==> config.mk <==
export PLATFORM = sky130hd
export DESIGN_NAME = quoted_list_literal_parser_flat
export DESIGN_NICKNAME = d
export VERILOG_FILES = /design/src/rtl/core/qlp_pkg.sv /design/src/rtl/core/qlp_ifs.sv /design/src/rtl/core/quoted_list_literal_parser.sv /design/src/rtl/core/qlp_front.sv /design/src/rtl/core/qlp_queue.sv /design/src/rtl/core/qlp_back.sv /design/src/flat_wrapper.sv
export SDC_FILE = /design/constraint.sdc
export NUM_CORES = 1
export LEC_CHECK = 0
export BUFFER_PORTS_ARGS = -buffer_cell sky130_fd_sc_hd__buf_2
export CORE_MARGIN = 2
export CORE_UTILIZATION = 60
export DETAILED_ROUTE_END_ITERATION = 8
export PLACE_DENSITY = 0.92
export SYNTH_ARGS = -nofsm -noshare
export SYNTH_HDL_FRONTEND = slang
export SYNTH_SLANG_ARGS = --single-unit
==> constraint.sdc <==
create_clock -name clock -period 5.2 [get_ports clock]
set_input_delay 1.04 -clock clock [delete_from_list [all_inputs] [get_ports clock]]
set_output_delay 1.04 -clock clock [all_outputs]
set_load 0.03 [all_outputs]
==> src/rtl/core/qlp_pkg.sv <==
// Shared types and constants of the quoted list literal parser.
package qlp_pkg;

   typedef logic [7:0] chr_type;
   typedef logic [1:0] status_type;

   // Character codes of the grammar
   localparam chr_type CHR_SPACE  = 8'h20;
   localparam chr_type CHR_TAB    = 8'h09;
   localparam chr_type CHR_SQUOTE = 8'h27;
   localparam chr_type CHR_DQUOTE = 8'h22;
   localparam chr_type CHR_LBRACE = 8'h7B;
   localparam chr_type CHR_RBRACE = 8'h7D;
   localparam chr_type CHR_COMMA  = 8'h2C;

   // Final status codes
   localparam status_type STATUS_OK        = 2'd0;
   localparam status_type STATUS_MALFORMED = 2'd1;
   localparam status_type STATUS_UNEXP_END = 2'd2;

   // Default depth of the queue between front and back
   localparam int QLP_QUEUE_DEPTH = 2;

   // Character class found by the front
   typedef enum logic [2:0] {
      CLS_BLANK  = 3'd0,
      CLS_LBRACE = 3'd1,
      CLS_RBRACE = 3'd2,
      CLS_COMMA  = 3'd3,
      CLS_SQUOTE = 3'd4,
      CLS_DQUOTE = 3'd5,
      CLS_OTHER  = 3'd6
   } cls_type;

   // Parser states, one-hot
   typedef enum logic [7:0] {
      ST_OPEN   = 8'b0000_0001,
      ST_FIRST  = 8'b0000_0010,
      ST_IN_SQ  = 8'b0000_0100,
      ST_IN_DQ  = 8'b0000_1000,
      ST_AFT_SQ = 8'b0001_0000,
      ST_AFT_DQ = 8'b0010_0000,
      ST_COMMA  = 8'b0100_0000,
      ST_TAIL   = 8'b1000_0000
   } state_type;

   // One classified character in flight
   typedef struct packed {
      chr_type chr;
      logic    is_last;
      cls_type cls;
   } item_type;

   // Front to queue
   typedef struct packed {
      logic     valid;
      item_type item;
   } push_type;

   // Queue head to back
   typedef struct packed {
      logic     valid;
      item_type item;
   } head_type;

   function automatic cls_type classify(chr_type c);
      cls_type r;
      if (c == CHR_SPACE || c == CHR_TAB) r = CLS_BLANK;
      else if (c == CHR_LBRACE) r = CLS_LBRACE;
      else if (c == CHR_RBRACE) r = CLS_RBRACE;
      else if (c == CHR_COMMA) r = CLS_COMMA;
      else if (c == CHR_SQUOTE) r = CLS_SQUOTE;
      else if (c == CHR_DQUOTE) r = CLS_DQUOTE;
      else r = CLS_OTHER;
      return r;
   endfunction

endpackage

==> src/rtl/core/qlp_ifs.sv <==
// Valid/ready channel interfaces of the quoted list literal parser.
interface qlp_req_if;
   import qlp_pkg::*;
   logic    valid;
   logic    ready;
   chr_type chr;
   logic    is_last;

   modport source (output valid, output chr, output is_last, input ready);
   modport sink   (input valid, input chr, input is_last, output ready);
endinterface

interface qlp_rsp_if;
   import qlp_pkg::*;
   logic       valid;
   logic       ready;
   chr_type    out_char;
   logic       char_valid;
   logic       element_end;
   logic       error_seen;
   logic       list_done;
   status_type status;

   modport source (output valid, output out_char, output char_valid, output element_end,
                   output error_seen, output list_done, output status, input ready);
   modport sink   (input valid, input out_char, input char_valid, input element_end,
                   input error_seen, input list_done, input status, output ready);
endinterface

==> src/rtl/core/quoted_list_literal_parser.sv <==
// Quoted list literal parser, top level.
//
//   Channel   Dir  Payload                                         Transfer
//   req_ch    in   chr[7:0], is_last                                valid && ready
//   rsp_ch    out  out_char[7:0], char_valid, element_end,          valid && ready
//                  error_seen, list_done, status[1:0]
//
// One character per cycle sustained while rsp_ch.ready stays high. An input
// character is written into the queue, then loads the result register of the
// back end, which drives rsp_ch.valid and the result payload.
// Front and back are split by a QUEUE_DEPTH entry queue, so a stall on rsp_ch
// reaches req_ch.ready only once the queue and result register are full.
// Synchronous active-high reset empties the queue and rearms the parser.
module quoted_list_literal_parser #(
   parameter int QUEUE_DEPTH = qlp_pkg::QLP_QUEUE_DEPTH
) (
   input  logic      clock,
   input  logic      reset,
   qlp_req_if.sink   req_ch,
   qlp_rsp_if.source rsp_ch
);
   import qlp_pkg::*;

   push_type push;
   head_type head;
   logic     q_full;
   logic     pop;

   qlp_front u_front (
      .req_ch (req_ch),
      .q_full (q_full),
      .push   (push)
   );

   qlp_queue #(
      .DEPTH (QUEUE_DEPTH)
   ) u_queue (
      .clock (clock),
      .reset (reset),
      .push  (push),
      .pop   (pop),
      .full  (q_full),
      .head  (head)
   );

   qlp_back u_back (
      .clock  (clock),
      .reset  (reset),
      .head   (head),
      .pop    (pop),
      .rsp_ch (rsp_ch)
   );

endmodule

==> src/rtl/core/qlp_front.sv <==
// Front end: takes input transfers and classifies each character.
module qlp_front (
   qlp_req_if.sink            req_ch,
   input  logic               q_full,
   output qlp_pkg::push_type  push
);
   import qlp_pkg::*;

   // Accept whenever the queue has room
   assign req_ch.ready      = !q_full;
   assign push.valid        = req_ch.valid && !q_full;
   assign push.item.chr     = req_ch.chr;
   assign push.item.is_last = req_ch.is_last;
   assign push.item.cls     = classify(req_ch.chr);

endmodule

==> src/rtl/core/qlp_queue.sv <==
// Short queue of classified characters between front and back.
module qlp_queue #(
   parameter int DEPTH = qlp_pkg::QLP_QUEUE_DEPTH
) (
   input  logic              clock,
   input  logic              reset,
   input  qlp_pkg::push_type push,
   input  logic              pop,
   output logic              full,
   output qlp_pkg::head_type head
);
   import qlp_pkg::*;

   localparam int PTR_W = (DEPTH > 1) ? $clog2(DEPTH) : 1;
   localparam int CNT_W = $clog2(DEPTH + 1);
   localparam logic [PTR_W-1:0] PTR_LAST = PTR_W'(DEPTH - 1);
   localparam logic [CNT_W-1:0] CNT_FULL = CNT_W'(DEPTH);

   item_type         entries_ff [DEPTH];
   logic [PTR_W-1:0] wr_ptr_ff, wr_ptr_in;
   logic [PTR_W-1:0] rd_ptr_ff, rd_ptr_in;
   logic [CNT_W-1:0] cnt_ff, cnt_in;
   logic             do_push, do_pop;

   assign full       = (cnt_ff == CNT_FULL);
   assign head.valid = (cnt_ff != '0);
   assign head.item  = entries_ff[rd_ptr_ff];
   assign do_push    = push.valid && !full;
   assign do_pop     = pop && head.valid;

   // Pointer and count update
   always_comb begin
      wr_ptr_in = wr_ptr_ff;
      rd_ptr_in = rd_ptr_ff;
      cnt_in    = cnt_ff;
      if (do_push) begin
         wr_ptr_in = (wr_ptr_ff == PTR_LAST) ? '0 : wr_ptr_ff + 1'b1;
      end
      if (do_pop) begin
         rd_ptr_in = (rd_ptr_ff == PTR_LAST) ? '0 : rd_ptr_ff + 1'b1;
      end
      if (do_push && !do_pop) begin
         cnt_in = cnt_ff + 1'b1;
      end else if (do_pop && !do_push) begin
         cnt_in = cnt_ff - 1'b1;
      end
   end

   always_ff @(posedge clock) begin
      if (reset) begin
         wr_ptr_ff <= '0;
         rd_ptr_ff <= '0;
         cnt_ff    <= '0;
      end else begin
         wr_ptr_ff <= wr_ptr_in;
         rd_ptr_ff <= rd_ptr_in;
         cnt_ff    <= cnt_in;
      end
   end

   // Storage, no reset
   always_ff @(posedge clock) begin
      if (do_push) begin
         entries_ff[wr_ptr_ff] <= push.item;
      end
   end

endmodule

==> src/rtl/core/qlp_back.sv <==
// Back end: grammar state machine and registered result stage.
module qlp_back (
   input  logic              clock,
   input  logic              reset,
   input  qlp_pkg::head_type head,
   output logic              pop,
   qlp_rsp_if.source         rsp_ch
);
   import qlp_pkg::*;

   state_type  state_ff, state_in;
   logic       err_ff, err_in;
   logic       rsp_valid_ff, rsp_valid_in;
   chr_type    out_char_ff;
   logic       char_valid_ff, element_end_ff, error_seen_ff, list_done_ff;
   status_type status_ff;

   state_type  nxt_st, upd_st;
   logic       bad, upd_err, cv, ee;
   chr_type    och;
   status_type sts;
   cls_type    cls;

   assign cls = head.item.cls;
   // Result register is free or being drained
   assign pop = head.valid && (!rsp_valid_ff || rsp_ch.ready);

   // Grammar step; nothing moves once an error is latched
   always_comb begin
      nxt_st = state_ff;
      bad    = 1'b0;
      och    = '0;
      cv     = 1'b0;
      ee     = 1'b0;
      if (!err_ff) begin
         case (state_ff)
            ST_OPEN: begin
               if (cls == CLS_LBRACE) nxt_st = ST_FIRST;
               else if (cls != CLS_BLANK) bad = 1'b1;
            end
            ST_FIRST, ST_COMMA: begin
               if (cls == CLS_SQUOTE) nxt_st = ST_IN_SQ;
               else if (cls == CLS_DQUOTE) nxt_st = ST_IN_DQ;
               else if (cls != CLS_BLANK) bad = 1'b1;
            end
            ST_IN_SQ: begin
               if (cls == CLS_SQUOTE) begin
                  ee     = 1'b1;
                  nxt_st = ST_AFT_SQ;
               end else begin
                  och = head.item.chr;
                  cv  = 1'b1;
               end
            end
            ST_IN_DQ: begin
               if (cls == CLS_DQUOTE) begin
                  ee     = 1'b1;
                  nxt_st = ST_AFT_DQ;
               end else begin
                  och = head.item.chr;
                  cv  = 1'b1;
               end
            end
            ST_AFT_SQ, ST_AFT_DQ: begin
               if (cls == CLS_COMMA) nxt_st = ST_COMMA;
               else if (cls == CLS_RBRACE) nxt_st = ST_TAIL;
               else if (cls != CLS_BLANK) bad = 1'b1;
            end
            ST_TAIL: begin
               if (cls != CLS_BLANK) bad = 1'b1;
            end
            default: begin
               bad = 1'b1;
            end
         endcase
      end
      upd_err = err_ff | bad;
      upd_st  = bad ? state_ff : nxt_st;
      if (!head.item.is_last) sts = STATUS_OK;
      else if (upd_err) sts = STATUS_MALFORMED;
      else if (upd_st == ST_TAIL) sts = STATUS_OK;
      else sts = STATUS_UNEXP_END;
   end

   // Next state; the last character rearms for a new string
   always_comb begin
      state_in = state_ff;
      err_in   = err_ff;
      if (pop) begin
         if (head.item.is_last) begin
            state_in = ST_OPEN;
            err_in   = 1'b0;
         end else begin
            state_in = upd_st;
            err_in   = upd_err;
         end
      end
      if (pop) rsp_valid_in = 1'b1;
      else if (rsp_ch.ready) rsp_valid_in = 1'b0;
      else rsp_valid_in = rsp_valid_ff;
   end

   always_ff @(posedge clock) begin
      if (reset) begin
         state_ff     <= ST_OPEN;
         err_ff       <= 1'b0;
         rsp_valid_ff <= 1'b0;
      end else begin
         state_ff     <= state_in;
         err_ff       <= err_in;
         rsp_valid_ff <= rsp_valid_in;
      end
   end

   // Result payload
   always_ff @(posedge clock) begin
      if (pop) begin
         out_char_ff    <= och;
         char_valid_ff  <= cv;
         element_end_ff <= ee;
         error_seen_ff  <= upd_err;
         list_done_ff   <= head.item.is_last;
         status_ff      <= sts;
      end
   end

   assign rsp_ch.valid       = rsp_valid_ff;
   assign rsp_ch.out_char    = out_char_ff;
   assign rsp_ch.char_valid  = char_valid_ff;
   assign rsp_ch.element_end = element_end_ff;
   assign rsp_ch.error_seen  = error_seen_ff;
   assign rsp_ch.list_done   = list_done_ff;
   assign rsp_ch.status      = status_ff;

endmodule

==> src/flat_wrapper.sv <==
// flat-port wrapper written by rule: the top's interface ports become plain ports
module quoted_list_literal_parser_flat import qlp_pkg::*;
#(
   parameter int QUEUE_DEPTH = qlp_pkg::QLP_QUEUE_DEPTH
)
  (clock, reset, req_ch_valid, req_ch_chr, req_ch_is_last, req_ch_ready, rsp_ch_valid, rsp_ch_out_char, rsp_ch_char_valid, rsp_ch_element_end, rsp_ch_error_seen, rsp_ch_list_done, rsp_ch_status, rsp_ch_ready);
  qlp_req_if req_ch_i ();
  qlp_rsp_if rsp_ch_i ();
  input  logic clock;
  input  logic reset;
  input wire logic [$bits(req_ch_i.valid)-1:0] req_ch_valid;
  input wire logic [$bits(req_ch_i.chr)-1:0] req_ch_chr;
  input wire logic [$bits(req_ch_i.is_last)-1:0] req_ch_is_last;
  output wire logic [$bits(req_ch_i.ready)-1:0] req_ch_ready;
  output wire logic [$bits(rsp_ch_i.valid)-1:0] rsp_ch_valid;
  output wire logic [$bits(rsp_ch_i.out_char)-1:0] rsp_ch_out_char;
  output wire logic [$bits(rsp_ch_i.char_valid)-1:0] rsp_ch_char_valid;
  output wire logic [$bits(rsp_ch_i.element_end)-1:0] rsp_ch_element_end;
  output wire logic [$bits(rsp_ch_i.error_seen)-1:0] rsp_ch_error_seen;
  output wire logic [$bits(rsp_ch_i.list_done)-1:0] rsp_ch_list_done;
  output wire logic [$bits(rsp_ch_i.status)-1:0] rsp_ch_status;
  input wire logic [$bits(rsp_ch_i.ready)-1:0] rsp_ch_ready;
  assign req_ch_i.valid = req_ch_valid;
  assign req_ch_i.chr = req_ch_chr;
  assign req_ch_i.is_last = req_ch_is_last;
  assign req_ch_ready = req_ch_i.ready;
  assign rsp_ch_valid = rsp_ch_i.valid;
  assign rsp_ch_out_char = rsp_ch_i.out_char;
  assign rsp_ch_char_valid = rsp_ch_i.char_valid;
  assign rsp_ch_element_end = rsp_ch_i.element_end;
  assign rsp_ch_error_seen = rsp_ch_i.error_seen;
  assign rsp_ch_list_done = rsp_ch_i.list_done;
  assign rsp_ch_status = rsp_ch_i.status;
  assign rsp_ch_i.ready = rsp_ch_ready;
  quoted_list_literal_parser #(.QUEUE_DEPTH(QUEUE_DEPTH)) u_core (.clock(clock), .reset(reset), .req_ch(req_ch_i), .rsp_ch(rsp_ch_i));
endmodule
* Yosys cells after proc, flatten, opt, wreduce, memory -nomap -nowiden *
Memory sizes are Yosys's and may differ from the RTL's. A register that Yosys moved wholly into a read port is not among the register bits.
Cells that the tools add are included.
Widths: inputs -> output; s select.

word-level totals
  flip-flop bits (word level) = 28
  RAM bits = 24
  output and inout bits = 16
  logic and storage cells = 109
  memories kept = 1

memory list
  memory                     depth  bits a word  rd ports  clocked after Yosys merged registers in  wr ports  RTL line         source
  u_core.u_queue.entries_ff  2      12           1         1                                        1         qlp_queue.sv:19  item_type entries_ff [DEPTH];

operators by class
  add/subtract/negate cells = 4
  eq/ne operators = 22
  mux-type cells = 47
  bitwise gates (word level) = 2
  reductions and logical operators = 20

operators with widths
  cell                number
  $mux 8              12
  $eq 8x6->1 const B  5
  $pmux 8 s5          1
  $eq 8x7->1 const B  3
  $mux 1              21
  $eq 8x4->1 const B  2
  $eq 8x8->1 const B  2
  $pmux 8 s2          1
  $mux 3              4
  $mux 2              5
  $eq 8x1->1 const B  1
  $eq 8x2->1 const B  1
  $eq 8x3->1 const B  1
  $eq 8x5->1 const B  1
  $reduce_or 2->1     4
  $eq 3x2->1 const B  2
  $eq 3x3->1 const B  2
  $logic_and 1x1->1   6
  $reduce_bool 2->1   3
  $pmux 1 s5          1
  $logic_not 1->1     4
  $pmux 1 s2          2
  $eq 3x1->1 const B  1
  $reduce_bool 3->1   1
  7 further kinds     9

* Depth between registers and ports, before layout *
Gate-level depths: netlist of run 1.

  depth in word-level cells = 10
  mapped depth = 8

* Modules after synthesis *
From an unflattened synthesis of run 1, not the netlist that was laid out.

second synthesis, totals
  cell total of the unflattened synthesis = 266
  area total of the unflattened synthesis = 2,941.6 um^2

by module, submodules not included
  module     times used  cells an instance  area each (um^2)  seq. area each (um^2)
  qlp_back   1           172                1,625.3           620.6
  qlp_queue  1           62                 1,081.0           820.8
  qlp_front  1           32                 235.2             0.0

* Least setup slack after synthesis of run 1 *
OpenSTA, ideal clock, no wires.

  path type = register to register
  start point = register u_core.u_back.state_ff[2]
  end point = register u_core.u_back.status_ff[1], in the netlist u_core.u_back.rsp_ch.status[1], data pin
  arrival time = 2,445 ps
  path slack = 2,490 ps
  stages on the path, launching flop included = 8
  clock period less this slack = 2,710 ps
  cell sequence = dfxtp_1 -> buf_6 -> or4_4 -> o32a_1 -> or4_4 -> o32a_1 -> nor4_1 -> a31oi_1

between the ends
  cells in the longest elaborated chain, start to end = 7
  elaborated cells between the ends (all ways) = 27
  classes of those cells = eq/ne: 9; mux: 13; bitwise: 1; reduce/logical: 4

ends and longest elaborated chain
  what                                             RTL line         source
  start: declaration                               qlp_back.sv:11   state_type state_ff, state_in;
  start signal: assignment                         qlp_back.sv:109  state_ff <= state_in;
  $eq 8x5->1, or another cell as far along         qlp_back.sv:36   case (state_ff)
  $reduce_or 2->1, or another cell as far along    qlp_back.sv:36
  $pmux 8 s5 / $pmux 1 s5 (equally long branches)  qlp_back.sv:36
  $mux 8 / $mux 1 (equally long branches)          qlp_back.sv:35   if (!err_ff) begin
  $mux 8                                           qlp_back.sv:78   upd_st = bad ? state_ff : nxt_st;
  $eq 8x8->1                                       qlp_back.sv:81   else if (upd_st == ST_TAIL) sts = STATUS_OK;
  $mux 2                                           qlp_back.sv:81
  end signal: assignment                           qlp_back.sv:123  status_ff <= sts;
  end: declaration                                 qlp_back.sv:16   status_type status_ff;

Parallel ways exist; a longest one is shown, timed or not.
A chain may end at the register's enable or synchronous reset.

==> impl_metrics.env, run 1 <==
export IMPL_syn_nets=266
export IMPL_cts_tree="done"
export IMPL_synth_ff_type="edfxtp_1"
export IMPL_maxCapViolCount=0
export IMPL_synth_edf_count=38
export IMPL_grt_max_degree=22
export IMPL_fin_nets=291
export IMPL_clk_pin_slew_ns=0.10
export IMPL_track_usage=0.2390
export IMPL_arrival_ns=3.31
export IMPL_viasPerCell=6.321
export IMPL_ir_drop_mv=0.3377
export IMPL_clock_skew_ns=0.01121
export IMPL_critPathKind="reg2reg"
export IMPL_place_hpwl_mm=4.084
export IMPL_start_util=0.6160
export IMPL_cp_required_ns=5.26
export IMPL_hold_path_class="reg2reg"
export IMPL_multi_input_area_um2=1100
export IMPL_synth_cells=252
export IMPL_synthTopCellsByArea="edfxtp_1, dfxtp_1, nor2_1, mux2i_1, xor2_1"
export IMPL_cp_start_kind="register"
export IMPL_cp_slowest_cell="o32ai_1"
export IMPL_cts_buffer_depth=2
export IMPL_grt_setup_unrepaired="false"
export IMPL_path_cells="nand2b_1 -> o32ai_1 -> o22ai_1 -> or4_4 -> o32a_1 -> nor4_1 -> a31oi_1"
export IMPL_clock_fmax_mhz=307.3
export IMPL_drive_above_1_share=0.1475
export IMPL_clock_latency_ns=0.30
export IMPL_ys_seq_elements=53
export IMPL_grt_pass1_wl_mm=9.321
export IMPL_htreeDepth=2
export IMPL_avgSynthCellArea_um2=10.50
export IMPL_outcome="complete, no violations"
export IMPL_yosysMostFrequentCell="nor2_1"
export IMPL_min_period_ns=3.254
export IMPL_wire_per_inst_um=16.79
export IMPL_yosysWarnings=0
export IMPL_postCtsSetupRepairBufs=0
export IMPL_boundaryPins=29
export IMPL_ant_nets=0
export IMPL_synth_top_cell_area_share=0.4314
export IMPL_cts_repair_resized=0
export IMPL_power_density_nw_per_um2=443.5
export IMPL_ys_types=49
export IMPL_ys_seq_area_frac=0.5449
export IMPL_antenna_found_initial=0
export IMPL_cts_root_buf="clkbuf_8"
export IMPL_synth_area_um2=2645
export IMPL_wl_mm=5.540
export IMPL_grt_pass1_vias=1921
export IMPL_diodes=0
export IMPL_cp_end_kind="register"
export IMPL_rows=24
export IMPL_cp_top_family="compound AO/OA/AOI/OAI gates"
export IMPL_clock_sinks=53
export IMPL_vias=2086
export IMPL_tightest_slew_ns=1.004
export IMPL_gp_congestion=1.006
export IMPL_crit_buf_inv=0
export IMPL_yosys_top_cells_count="nor2_1, edfxtp_1, dfxtp_1"
export IMPL_fp_dieH_um=70.40
export IMPL_postCtsHoldBufs=0
export IMPL_grt_overflow=0
export IMPL_portBuffers=28
export IMPL_die_w_um=70.40
export IMPL_async_flop_share=0
export IMPL_leakagePower_nw=1.086
export IMPL_yosys_area_top_type="edfxtp_1"
export IMPL_dr_pass1_iters=5
export IMPL_slowest_delay_ns=0.66
export IMPL_dieArea_um2=4955
export IMPL_finalMaxSlewViolations=0
export IMPL_path_max_fanout=21
export IMPL_timing_hold_ws_ns=0.5072
export IMPL_core_um2=4294
export IMPL_area_delta_synth_final_pct=9.744
export IMPL_post_route_period_util=0.6258
export IMPL_fin_tns_setup_ns=0
export IMPL_finalHoldViolCount=0
export IMPL_drc=0
export IMPL_fillers=333
export IMPL_max_slew_margin=0.3282
export IMPL_dr_first_iter_drc_count=274
export IMPL_seq_area_um2=1441
export IMPL_cts_buffers_inserted=5
export IMPL_report_final_setup_viol=0
cell usage in the layout, fill, tap and decap left out, drive strengths merged, types with 2 or more instances in the layout:
cell type   n
clkbuf      6
nand4       3
o32a        3
nand4b      3
o32ai       3
nor2       42
mux2i      10
nand2b      8
a211oi      2
a21oi       9
inv        11
o22ai       4
and3        3
nand3b      3
a41oi       2
a21o        2
dfxtp      15
o21ai      11
xor2        8
nor2b       3
edfxtp     38
nor3        8
o31ai       2
nand3       6
nand2      11
buf        29
or4         3
a22oi       6
nor4        6
through the flow:
step,area [um2],std cells,worst slack [ns],util,total power [mW]
floorplan,2645,252,2.490,-,0.8980
global route,2903,330,1.827,0.6760,1.349
finish,2903,330,1.946,0.6760,1.287
detailed placement,2791,322,1.983,0.6501,1.015
global placement,2791,322,2.052,0.6501,0.9989
CTS,2903,330,1.967,0.6760,1.292
registers in the layout, summed over array words and instances, names as in the netlist, 2 cells and up, named ones only:
register,flops
u_core.u_back.rsp_ch.out_char,8
u_core.u_queue.entries_ff,24
u_core.u_back.rsp_ch.status,2
u_core.u_back.state_ff,8
u_core.u_queue.cnt_ff,2
worst paths after layout:
| check | cells past startpoint | slack, ns | end | start |
|---|---|---|---|---|
| min | 2 | 0.51 | u_core.u_back.rsp_ch.valid$_SDFFE_PP0P_ | u_core.u_back.rsp_ch.valid$_SDFFE_PP0P_ |
| max | 7 | 1.95 | u_core.u_back.rsp_ch.status[1]$_SDFFCE_PP0P_ | register |
| max reg2reg | 7 | 1.95 | u_core.u_back.rsp_ch.status[1]$_SDFFCE_PP0P_ | register |
| min reg2reg | 2 | 0.51 | u_core.u_back.rsp_ch.valid$_SDFFE_PP0P_ | u_core.u_back.rsp_ch.valid$_SDFFE_PP0P_ |
worst reg2reg max path, cell delays in order, from the launching register on:
cell,delay [ns]
dfxtp_1,0.58
nand2b_1,0.32
o32ai_1,0.66
o22ai_1,0.18
or4_4,0.47
o32a_1,0.32
nor4_1,0.37
a31oi_1,0.13
per-layer routing:
metal  vias up  share of wire  track usage
li1        994              -            -
met5         -              0            0
met4         0          0.026      0.07265
met2        91           0.51       0.4099
met1       985           0.41       0.3117
met3        16          0.047      0.03752
power by group:
group / total [mW] / switching, mW / internal (mW)
combinational: 0.385 / 0.267 / 0.117
sequential: 0.622 / 0.0612 / 0.561
clock: 0.280 / 0.135 / 0.146
kinds of logic after synthesis:
| group | after synthesis | synth area share |
|---|---|---|
| AO/OA/AOI/OAI | 52 | 0.1358 |
| XOR/XNOR | 9 | 0.02980 |
| adder cells (fa/ha/maj) | 1 | 0.004730 |
| buffers and inverters | 21 | 0.03926 |
| flip-flops | 53 | 0.5449 |
| multiplexers | 11 | 0.04210 |
| AND/OR/NAND/NOR | 105 | 0.2034 |
layout make-up:
type,instances,share of cell area
inverters,10,0.01293
repair buffers,29,0.05086
flip-flops and latches,53,0.4966
clock buffers,6,0.02500
clock inverters,2,0.01336
multi-input cells,178,0.3789
well taps,52,0.02241
No activity file was read; power rests on OpenSTA's default activity.
==> run 2: changes to the inputs <==
Settings changed: ABC_AREA set to 1, CORE_UTILIZATION 60 to 53, PLACE_DENSITY 0.92 to 0.87.
Clock period 5.2 ns to 2.96 ns, I/O delays scaled along.
==> impl_metrics.env, run 2 <==
export IMPL_final_area_um2=3110
export IMPL_cp_start_kind="register"
export IMPL_grt_pass1_wl_mm=9.880
export IMPL_cts_root_buf="clkbuf_8"
export IMPL_grt_overflow=0
export IMPL_regMostFlops="u_core.u_queue.entries_ff"
export IMPL_ys_seq_area_frac=0.5086
export IMPL_die_w_um=77.13
export IMPL_finalPower_mw=2.614
export IMPL_synthTopCellsByArea="edfxtp_1, nand2_1, dfxtp_1, nor2_1, nand3_1"
export IMPL_critPathKind="reg2reg"
export IMPL_synth_top_cell_area_share=0.4026
export IMPL_postCtsHoldBufs=0
export IMPL_largest_reg_flops=24
export IMPL_outcome="complete, no violations"
export IMPL_fin_ws_ns=0.7618
export IMPL_cp_slowest_cell="dfxtp_1"
export IMPL_diodes=0
export IMPL_cp_common_cell="nand2_1"
export IMPL_boundaryPins=29
export IMPL_path_cells="inv_4 -> nand2_1 -> nand2_1 -> nand3_1 -> nor2_1 -> nor2_1 -> nand2_1 -> nand2_1 -> nand2_1 -> nor2_1 -> nand2_1 -> nor2_1 -> nor2_1"
export IMPL_synth_area_um2=2834
export IMPL_clk_pin_slew_ns=0.11
export IMPL_yosys_top_cells_count="nand2_1, nor2_1, edfxtp_1"
export IMPL_grt_setup_unrepaired="false"
export IMPL_clock_sinks=53
export IMPL_cp_required_ns=3.05
export IMPL_postCtsSetupRepairBufs=0
export IMPL_wl_mm=5.799
export IMPL_post_place_ws_ns=0.7955
export IMPL_antenna_found_initial=0
export IMPL_fp_dieH_um=77.13
export IMPL_place_area_um2=3013
export IMPL_cts_buffers_inserted=5
export IMPL_start_util=0.5514
export IMPL_htreeDepth=2
export IMPL_wire_per_inst_um=12.89
export IMPL_leakagePower_nw=1.398
export IMPL_ys_types=33
export IMPL_synth_ff_type="edfxtp_1"
export IMPL_clock_skew_ns=0.01049
export IMPL_fin_tns_setup_ns=0
export IMPL_core_um2=5140
export IMPL_cp_end_kind="register"
export IMPL_viasPerCell=5.111
export IMPL_vias=2300
export IMPL_final_util=0.6052
export IMPL_finalMaxSlewViolations=0
export IMPL_path_max_fanout=16
export IMPL_portBuffers=28
export IMPL_yosysMostFrequentCell="nand2_1"
export IMPL_power_density_nw_per_um2=840.5
export IMPL_clock_latency_ns=0.32
export IMPL_cts_buffer_depth=2
export IMPL_slowest_delay_ns=0.67
export IMPL_ir_drop_mv=0.3536
export IMPL_track_usage=0.2103
export IMPL_dr_pass1_iters=4
export IMPL_yosysWarnings=0
export IMPL_arrival_ns=2.29
export IMPL_drc=0
export IMPL_tightest_slew_ns=0.5300
export IMPL_max_slew_margin=0.6462
export IMPL_synth_cells=349
export IMPL_hold_path_class="in2reg"
export IMPL_maxCapViolCount=0
export IMPL_fillers=463
export IMPL_post_route_period_util=0.7426
export IMPL_grt_pass1_vias=2162
export IMPL_clock_fmax_mhz=454.9
export IMPL_place_hpwl_mm=4.362
export IMPL_async_flop_share=0
export IMPL_fin_nets=393
export IMPL_cts_repair_resized=0
export IMPL_rows=26
export IMPL_avgSynthCellArea_um2=8.120
export IMPL_dieArea_um2=5948
export IMPL_ant_nets=0
export IMPL_syn_nets=363
export IMPL_synth_edf_count=38
export IMPL_dr_first_iter_drc_count=203
export IMPL_layout_commonest_cell="nand2_1"
export IMPL_cts_tree="done"
export IMPL_gp_congestion=0.9411
export IMPL_layout_common_cells="nand2_1, nor2_1, edfxtp_1"
export IMPL_report_final_setup_viol=0
export IMPL_grt_max_degree=21
export IMPL_drive_above_1_share=0.1737
export IMPL_area_delta_synth_final_pct=9.757
export IMPL_min_period_ns=2.198
export IMPL_finalHoldViolCount=0
export IMPL_yosys_area_top_type="edfxtp_1"
export IMPL_ys_seq_elements=53
-- run 2: per-stage QoR --
step / hold slack, ns / std cells
2_1_floorplan: 0.4255 / 349
3_3_place_gp: 0.4372 / 442
3_5_place_dp: 0.4424 / 442
4_1_cts: 0.4559 / 450
5_1_grt: 0.4647 / 450
6_report: 0.4673 / 450
-- run 2: power by group --
part	internal [mW]	switching [mW]	total [mW]
registers	1.01	0.111	1.12
clock network	0.177	0.256	0.433
logic	0.293	0.766	1.06
-- run 2: per-layer routing --
metal  wire (um)  share of wire  vias up  GRT usage
li1            -              -     1196          -
met1        2631           0.45     1021     0.2820
met2        2713           0.47       70     0.3322
met3         312          0.054       13    0.03765
met4         142          0.024        0    0.09643
met5           0              0        -          0
-- run 2: logic make-up after synthesis --
group / Yosys count / share of synthesized area
buf+inv: 51 / 0.08300
compound gates: 29 / 0.06049
simple gates: 214 / 0.3404
fa+ha+maj: 1 / 0.004414
flops: 53 / 0.5086
xor+xnor: 1 / 0.003091
-- run 2: worst paths after layout --
check | endpoint | from | cells after the start | slack [ns]
max | u_core.u_back.rsp_ch.status[1]$_SDFFCE_PP0P_ | register | 13 | 0.76
min | u_core.u_queue.entries_ff[1][3]$_DFFE_PP_ | req_ch_is_last | 1 | 0.47
max reg2reg | u_core.u_back.rsp_ch.status[1]$_SDFFCE_PP0P_ | register | 13 | 0.76
min reg2reg | register | u_core.u_queue.rd_ptr_ff$_SDFFE_PP0P_ | 1 | 0.47
-- run 2: worst max-delay path: cells and delay by family, from the launching register on --
kind | cells | cell delay [ns]
flip-flops | 1 | 0.67
AND/OR/NAND/NOR | 12 | 1.13
buffers and inverters | 1 | 0.16
-- run 2: final cells by class --
class	instances	area, um2	share of cell area
Timing Repair Buffer	31	162.7	0.05229
Sequential cell	53	1441	0.4634
Multi-Input combinational cell	245	1157	0.3721
Inverter	43	163.9	0.05270
Clock buffer	5	68.82	0.02212
Clock inverter	3	28.78	0.009252
Tap cell	70	87.58	0.02816
==> run 3: changes to the inputs <==
Settings changed: CORE_UTILIZATION 53 to 59, PLACE_DENSITY 0.87 to 0.91.
Clock period 2.96 ns to 2.1 ns, I/O delays scaled along.
==> impl_metrics.env, run 3 (synthesis results as in run 2) <==
export IMPL_tightest_slew_ns=0.5153
export IMPL_layout_commonest_cell="nand2_1"
export IMPL_wire_per_inst_um=13.43
export IMPL_final_util=0.6784
export IMPL_stdcell_count=440
export IMPL_fin_nets=399
export IMPL_dpl_cell_count=431
export IMPL_dieArea_um2=5374
export IMPL_clock_skew_ns=0.01076
export IMPL_track_usage=0.2361
export IMPL_portBuffers=28
export IMPL_regMostFlops="u_core.u_queue.entries_ff"
export IMPL_layout_common_cells="nand2_1, nor2_1, edfxtp_1"
export IMPL_die_w_um=73.31
export IMPL_cts_tree="done"
export IMPL_clock_sinks=53
export IMPL_place_area_um2=3038
export IMPL_min_period_ns=1.881
export IMPL_postCtsHoldBufs=0
export IMPL_gp_congestion=0.9304
export IMPL_area_delta_synth_final_pct=12.32
export IMPL_outcome="complete, no violations"
export IMPL_largest_reg_flops=24
export IMPL_seq_area_um2=1460
export IMPL_drive_above_1_share=0.2176
export IMPL_power_density_nw_per_um2=1203
export IMPL_viasPerCell=5.368
export IMPL_arrival_ns=1.96
export IMPL_cts_buffers_inserted=5
export IMPL_core_um2=4692
export IMPL_finalHoldViolCount=0
export IMPL_critPathKind="reg2reg"
export IMPL_path_max_fanout=11
export IMPL_diodes=0
export IMPL_cts_root_buf="clkbuf_8"
export IMPL_ant_nets=0
export IMPL_final_area_um2=3183
export IMPL_grt_max_degree=21
export IMPL_fillers=371
export IMPL_grt_pass1_vias=2091
export IMPL_drc=0
export IMPL_maxCapViolCount=0
export IMPL_clk_pin_slew_ns=0.10
export IMPL_place_hpwl_mm=4.232
export IMPL_ir_drop_mv=0.5049
export IMPL_leakagePower_nw=1.433
export IMPL_dr_pass1_iters=4
export IMPL_vias=2362
export IMPL_clock_latency_ns=0.31
export IMPL_cp_end_kind="register"
export IMPL_cp_start_kind="register"
export IMPL_report_final_setup_viol=0
export IMPL_dr_first_iter_drc_count=265
export IMPL_postCtsSetupRepairBufs=0
export IMPL_clock_fmax_mhz=531.6
export IMPL_grt_pass1_wl_mm=9.666
export IMPL_max_slew_margin=0.6533
export IMPL_wl_mm=5.908
export IMPL_cts_buffer_depth=2
export IMPL_finalMaxSlewViolations=0
export IMPL_fp_dieH_um=73.31
export IMPL_fin_tns_setup_ns=0
export IMPL_grt_overflow=0
export IMPL_multi_input_area_um2=1191
export IMPL_cp_required_ns=2.18
export IMPL_boundaryPins=29
export IMPL_post_route_period_util=0.8958
export IMPL_htreeDepth=2
export IMPL_hold_path_class="in2reg"
export IMPL_antenna_found_initial=0
export IMPL_start_util=0.6040
export IMPL_rows=25
run 3: cell count changes in the layout (fill, tap and decap cells not counted), moves of 2 or more:
cell,delta
dfxtp_4,+3
nand3_1,-2
buf_4,+5
nand3_2,+2
dfxtp_1,-9
dfxtp_2,+6
run 3: final timing paths:
kind / from / to / slack, ns / depth (start not counted)
max: register / u_core.u_back.rsp_ch.status[1]$_SDFFCE_PP0P_ / 0.22 / 14
min: req_ch_is_last / u_core.u_queue.entries_ff[0][3]$_DFFE_PP_ / 0.30 / 1
max reg2reg: register / u_core.u_back.rsp_ch.status[1]$_SDFFCE_PP0P_ / 0.22 / 14
min reg2reg: u_core.u_queue.rd_ptr_ff$_SDFFE_PP0P_ / register / 0.46 / 1
run 3: cell type report:
type / count / share of cell area
multi-input combinational: 246 / 0.3742
sequential: 53 / 0.4587
clock buffer: 6 / 0.02594
clock inverter: 2 / 0.005503
timing repair buffer: 36 / 0.06289
tap: 54 / 0.02123
inverter: 43 / 0.05149
run 3: metrics by stage:
stage	total power [mW]	worst slack [ns]	hold slack (ns)
4_1_cts	3.780	0.09478	0.2906
5_1_grt	4.098	-0.002741	0.2920
3_5_place_dp	3.169	0.1134	0.4486
2_1_floorplan	2.748	0.1725	0.4255
3_3_place_gp	3.140	0.06534	0.4377
6_report	3.829	0.2189	0.2959
run 3: timing repair:
item | CTS | global route
endpoints found under the setup margin | 0 | 1
gates resized for setup | 0 | 16
endpoints found under the hold margin | 0 | 0
run 3: where the power goes:
group	leakage, nW	switching, mW	internal [mW]
registers	0.478	0.113	1.43
logic	0.903	1.19	0.488
clock network	0.0518	0.343	0.274
total	1.43	1.64	2.19
run 3: metal layers:
layer,track usage,share of wire,wire (um),vias up
li1,-,-,-,1199
met1,0.3306,0.43,2532,1057
met2,0.3694,0.48,2843,92
met3,0.04664,0.069,407,14
met4,0.08081,0.021,125,0
met5,0,0,0,-
run 3: critical path: stages (launching register included):
cell and delay, ns:
dfxtp_2 0.38, inv_4 0.12, nand2_1 0.06, nand2_1 0.16, nand3_2 0.17, nand3_1 0.14, nand2_1 0.07, inv_1 0.06
nand2_1 0.05, nand2_1 0.05, nand2_1 0.07, nor2_1 0.10, nand2_1 0.07, nor2_1 0.12, nor2_1 0.05
